==> config.mk <==
export PLATFORM = sky130hd
export DESIGN_NAME = dhlt_cordic
export DESIGN_NICKNAME = d
export VERILOG_FILES = /design/src/rtl/core/dhlt_pkg.sv /design/src/rtl/core/dhlt_cordic.sv
export VERILOG_INCLUDE_DIRS = /design/src /design/src/rtl/core
export SDC_FILE = /design/constraint.sdc
export NUM_CORES = 2
export LEC_CHECK = 0
export BUFFER_PORTS_ARGS = -buffer_cell sky130_fd_sc_hd__buf_2
export CORE_UTILIZATION = 55
export DETAILED_ROUTE_END_ITERATION = 12
export GPL_TIMING_DRIVEN = 1
export PLACE_DENSITY_LB_ADDON = 0.05
export SKIP_CTS_REPAIR_TIMING = 1
export SYNTH_ARGS = -nofsm -noshare
export SYNTH_HDL_FRONTEND = slang
export SYNTH_SLANG_ARGS = --single-unit
==> constraint.sdc <==
create_clock -name clk -period 4.1 [get_ports clk]
set_input_delay 0 -clock clk [delete_from_list [all_inputs] [get_ports clk]]
set_output_delay 0 -clock clk [all_outputs]
set_load 0.03 [all_outputs]
==> src/rtl/core/dh_link_transform_macros.svh <==
// ---------------------------------------------------------------------------
// dh link transform assertion macros
// wrappers for concurrent checks, empty under synthesis
// ---------------------------------------------------------------------------
`ifndef DH_LINK_TRANSFORM_MACROS_SVH
`define DH_LINK_TRANSFORM_MACROS_SVH
`ifndef SYNTHESIS
`define DH_ASSERT_IMP(label, clk, rst, ante, cons) \
  label: assert property (@(posedge clk) disable iff (rst) (ante) |-> (cons)) \
    else $error("assertion failed");
`define DH_ASSERT_NEXT(label, clk, rst, ante, cons) \
  label: assert property (@(posedge clk) disable iff (rst) (ante) |=> (cons)) \
    else $error("assertion failed");
`else
`define DH_ASSERT_IMP(label, clk, rst, ante, cons)
`define DH_ASSERT_NEXT(label, clk, rst, ante, cons)
`endif
`endif

==> src/rtl/core/dhlt_pkg.sv <==
// ---------------------------------------------------------------------------
// dhlt package
// fixed-point constants and the cordic arctangent table
// ---------------------------------------------------------------------------
package dhlt_pkg;
  localparam int Steps = 16;
  localparam int ZW = 20;
  localparam int XW = 32;
  localparam logic signed [ZW-1:0] PiQ16 = 20'sd205887;
  localparam logic signed [ZW-1:0] TwoPiQ16 = 20'sd411775;
  localparam logic signed [ZW-1:0] HalfPiQ16 = 20'sd102944;
  localparam logic signed [XW-1:0] GainQ28 = 32'sd163008219;
  localparam logic signed [15:0] TrigMax = 16'sd16384;
  localparam logic signed [15:0] TrigMin = -16'sd16384;

  typedef enum logic [0:0] {
    REG_LINK_LENGTH = 1'b0,
    REG_LINK_TWIST  = 1'b1
  } reg_index_t;

  function automatic logic signed [ZW-1:0] atan_q16(input logic [3:0] i);
    logic signed [ZW-1:0] r;
    case (i)
      4'd0: r = 20'sd51472;
      4'd1: r = 20'sd30386;
      4'd2: r = 20'sd16055;
      4'd3: r = 20'sd8150;
      4'd4: r = 20'sd4091;
      4'd5: r = 20'sd2047;
      4'd6: r = 20'sd1024;
      4'd7: r = 20'sd512;
      4'd8: r = 20'sd256;
      4'd9: r = 20'sd128;
      4'd10: r = 20'sd64;
      4'd11: r = 20'sd32;
      4'd12: r = 20'sd16;
      4'd13: r = 20'sd8;
      4'd14: r = 20'sd4;
      default: r = 20'sd2;
    endcase
    return r;
  endfunction

  // round a q28 value to q14 and clamp to the unit range
  function automatic logic signed [15:0] round_trig(input logic signed [XW-1:0] v);
    logic signed [XW-1:0] s;
    logic signed [XW-15:0] q;
    s = v + 32'sd8192;
    q = s[XW-1:14];
    if (q > 18'sd16384) return TrigMax;
    if (q < -18'sd16384) return TrigMin;
    return q[15:0];
  endfunction
endpackage

==> src/rtl/core/dhlt_cordic.sv <==
// ---------------------------------------------------------------------------
// dhlt cordic
// pipelined sine and cosine, range reduction then one rotation per stage
// ---------------------------------------------------------------------------
`include "dh_link_transform_macros.svh"
module dhlt_cordic (
  input  logic                clk,
  input  logic                rst,
  input  logic                in_valid,
  input  logic signed [15:0]  angle,
  output logic                out_valid,
  output logic signed [15:0]  cos_q14,
  output logic signed [15:0]  sin_q14
);
  import dhlt_pkg::*;

  logic                 vld  [Steps+2];
  logic signed [XW-1:0] xs   [Steps+1];
  logic signed [XW-1:0] ys   [Steps+1];
  logic signed [ZW-1:0] zs   [Steps+1];
  logic                 flip [Steps+1];
  logic signed [ZW-1:0] z0, z1, z2;
  logic                 f0;

  always_comb begin
    z0 = {angle, 4'b0};
    z1 = z0;
    if (z0 > PiQ16) z1 = z0 - TwoPiQ16;
    else if (z0 < -PiQ16) z1 = z0 + TwoPiQ16;
    z2 = z1;
    f0 = 1'b0;
    if (z1 > HalfPiQ16) begin
      z2 = z1 - PiQ16;
      f0 = 1'b1;
    end else if (z1 < -HalfPiQ16) begin
      z2 = z1 + PiQ16;
      f0 = 1'b1;
    end
  end

  always_ff @(posedge clk) begin
    if (rst) begin
      for (int k = 0; k < Steps + 2; k++) vld[k] <= 1'b0;
    end else begin
      vld[0] <= in_valid;
      for (int k = 1; k < Steps + 2; k++) vld[k] <= vld[k-1];
    end
  end

  always_ff @(posedge clk) begin
    xs[0] <= GainQ28;
    ys[0] <= '0;
    zs[0] <= z2;
    flip[0] <= f0;
  end

  for (genvar i = 0; i < Steps; i++) begin : g_stage
    always_ff @(posedge clk) begin
      flip[i+1] <= flip[i];
      if (!zs[i][ZW-1]) begin
        xs[i+1] <= xs[i] - (ys[i] >>> i);
        ys[i+1] <= ys[i] + (xs[i] >>> i);
        zs[i+1] <= zs[i] - atan_q16(4'(i));
      end else begin
        xs[i+1] <= xs[i] + (ys[i] >>> i);
        ys[i+1] <= ys[i] - (xs[i] >>> i);
        zs[i+1] <= zs[i] + atan_q16(4'(i));
      end
    end
  end

  always_ff @(posedge clk) begin
    cos_q14 <= round_trig(flip[Steps] ? -xs[Steps] : xs[Steps]);
    sin_q14 <= round_trig(flip[Steps] ? -ys[Steps] : ys[Steps]);
  end

  assign out_valid = vld[Steps+1];

  `DH_ASSERT_IMP(a_cos_range, clk, rst, out_valid, cos_q14 <= TrigMax && cos_q14 >= TrigMin)
  `DH_ASSERT_IMP(a_sin_range, clk, rst, out_valid, sin_q14 <= TrigMax && sin_q14 >= TrigMin)
  `DH_ASSERT_NEXT(a_valid_flow, clk, rst, vld[Steps], out_valid)
endmodule

==> flow_metrics.tcl <==
set metrics [dict create \
    hp-class "input port to flip-flop" \
    cts_buffer_depth 3 \
    final_cell_mix "1258 x dfxtp_1, 1163 x buf_4, 1114 x nor2_1" \
    port_buffers 51 \
    max_freq_mhz 236 \
    cts_tree "built" \
    regArea_mm2 0.0261 \
    dpl.hpwl_um 208000 \
    rsz0062_at_grt "yes" \
    finalCritPeriodShare 1.03 \
    drtIter0Drc 4488 \
    setup_viol 2 \
    whs_ps -20.6 \
    placed_area_mm2 0.104 \
    finalHoldViolCount 1 \
    async_flop_share 0 \
    wirelength_um 259000 \
    coreArea_mm2 0.167 \
    layout_commonest_cell "dfxtp_1" \
    yosysWarnings 0 \
    status "complete, but fails checks" \
    drive_above_1_share 0.179 \
    worst-path-max-fanout 3 \
    postRouteAntennaNets 0 \
    r2r_end "ys[10][30]" \
    cp_slowest_cell "or4b_4" \
    slew_headroom 0.441 \
    syn_inst 10979 \
    clkSinkCount 1302 \
    syn_area_mm2 0.0929 \
    clk_latency_ps 810 \
    cts-root-buf "clkbuf_16" \
    worst_r2r_path_depth 20 \
    drc 0 \
    path_cells "inv_2, ha_4, nor2b_4, nand2_2, nor4_4, buf_4, buf_6, nand3b_1, nor4_2, nor2_1, xnor2_1, ha_1, a21oi_2, nor3b_2, o211ai_1, a32oi_2, a21oi_2, or4b_4, a2111o_1, o211ai_1" \
    grt_pass1_vias 79119 \
    dp_slack_ps -404 \
    cp-end-kind "flip-flop" \
    drtPass1Iterations 6 \
    die_area_mm2 0.171 \
    multi_input_area_mm2 0.0674 \
    whs_path_depth 5 \
    worst_slack_ps -140 \
    cp_data_required_time_ps 4800 \
    stdcell_area_mm2 0.113 \
    yosys.cell_types.count 94 \
    worst_pin_slew_ps 837 \
    cp_slowest_stage_delay_ps 520 \
    wl_per_cell_um 17.8 \
    ys_seq_elements 1302 \
    seq_area_frac_synth 0.281 \
    die_width_um 413 \
    synth_flop_cell "dfxtp_1" \
    syn_avg_cell_area_um2 8.46 \
    final_max_slew_viol_count 0 \
    nNetsFinal 13392 \
    rr_startpoint "xs[9][9]" \
    rows 150 \
    start_kind "flip-flop" \
    areaGrowthSynthToFinish_pct 21.4 \
    fin_crit_ps 4240 \
    antenna_cells 0 \
    antenna_found_initial 1 \
    finClkSkew_ps 35.4 \
    critPathArrivalTime_ps 4940 \
    start_util 0.555 \
    min-delay-start "angle[0]" \
    num_vias 82264 \
    violations "hold timing, setup timing" \
    drv_cap 0 \
    holdPathEnd "zs[0][6]" \
    crit_type "flip-flop to flip-flop" \
    grt_use_total 0.291 \
    synth-edff-count 0 \
    ff2ff_setup_slack_ps -140 \
    h-tree-depth 4 \
    numCtsBuffers 146 \
    io_pins 52 \
    gp_congestion 0.948 \
    grt_max_degree 55 \
    grt_pass1_wl_um 406000 \
    grt_overflow 0 \
    die-height_um 413 \
    via_per_inst 5.66 \
    clk_pin_slew_ps 60 \
    fillers 13925 \
]
## flip-flops by register name, indices dropped and copies added (netlist names)
| register | cells |
|---|---|
| cos_q14 | 16 |
| flip | 17 |
| sin_q14 | 16 |
| vld | 18 |
| xs | 473 |
| ys | 481 |
| zs | 281 |
## routing by layer
layer	vias to the layer above	part of all wire	global-route usage
li1	41589	-	-
met1	38696	0.43	0.354
met2	1551	0.49	0.527
met3	428	0.038	0.0351
met4	0	0.033	0.0980
met5	-	0	0
## cell type report
cell class | instances | area share
sequential | 1302 | 0.232
inverter | 508 | 0.0170
timing repair buffer | 1260 | 0.0845
clock inverter | 75 | 0.00855
tap | 2204 | 0.0245
clock buffer | 189 | 0.0362
multi-input combinational | 8986 | 0.598
## critical path, delay by kind of cell, from the launching register on
family,cells,cell delay [ps]
buffers and inverters,3,300
adders and majority gates,2,460
AOI/OAI and AO/OA,6,1240
xor gates and xnor gates,1,130
and+or+nand+nor,8,1700
DFF,1,330
## cell families (layout without fill, tap and decap cells)
kind of cell | count (synthesis) | after routing | synth area share
and+or+nand+nor | 3079 | 3079 | 0.159
AOI/OAI and AO/OA | 2994 | 2994 | 0.204
xor gates and xnor gates | 1621 | 1621 | 0.153
buffers and inverters | 696 | 2032 | 0.0285
DFF | 1302 | 1302 | 0.281
other | 2 | 7 | 0.0000808
muxes | 116 | 116 | 0.0133
adders and majority gates | 1169 | 1169 | 0.161
## synth_stat cells (147+ instances only)
cell type | instances | area, um2
a21o_1 | 293 | 2200
a21oi_1 | 1107 | 5540
dfxtp_1 | 1302 | 26100
ha_1 | 1124 | 14100
inv_1 | 505 | 1900
nand2_1 | 507 | 1900
nand2b_1 | 153 | 957
nor2_1 | 1155 | 4340
nor2b_1 | 173 | 1080
nor3_1 | 351 | 1760
o21a_1 | 239 | 1790
o21ai_0 | 456 | 2280
o21bai_1 | 147 | 1100
xnor2_1 | 1101 | 9640
xor2_1 | 518 | 4540
## worst max path at each step
stage                   start    endpoint  slack (ps)  depth (start not counted)
floorplan           zs[5][19]   xs[6][30]           3                         15
global placement    xs[5][10]   ys[6][28]        -390                         18
detailed placement   xs[7][7]   ys[8][29]        -400                         18
CTS                  xs[7][7]   ys[8][29]        -480                         18
global route        xs[9][15]  ys[10][30]        -330                         18
finish               xs[9][9]  ys[10][30]        -140                         20
## stage by stage
step / utilization / setup TNS [ps] / cells
4_1_cts: 0.649 / -10390 / 14415
3_3_place_gp: 0.619 / -3840 / 14151
3_5_place_dp: 0.619 / -6630 / 14151
5_1_grt: 0.674 / -4400 / 14524
2_1_floorplan: - / 0 / 10984
6_report: 0.674 / -228 / 14524
Power is not shown: default switching activity piles up to over one toggle a cycle in this logic, so the estimate is an artifact.
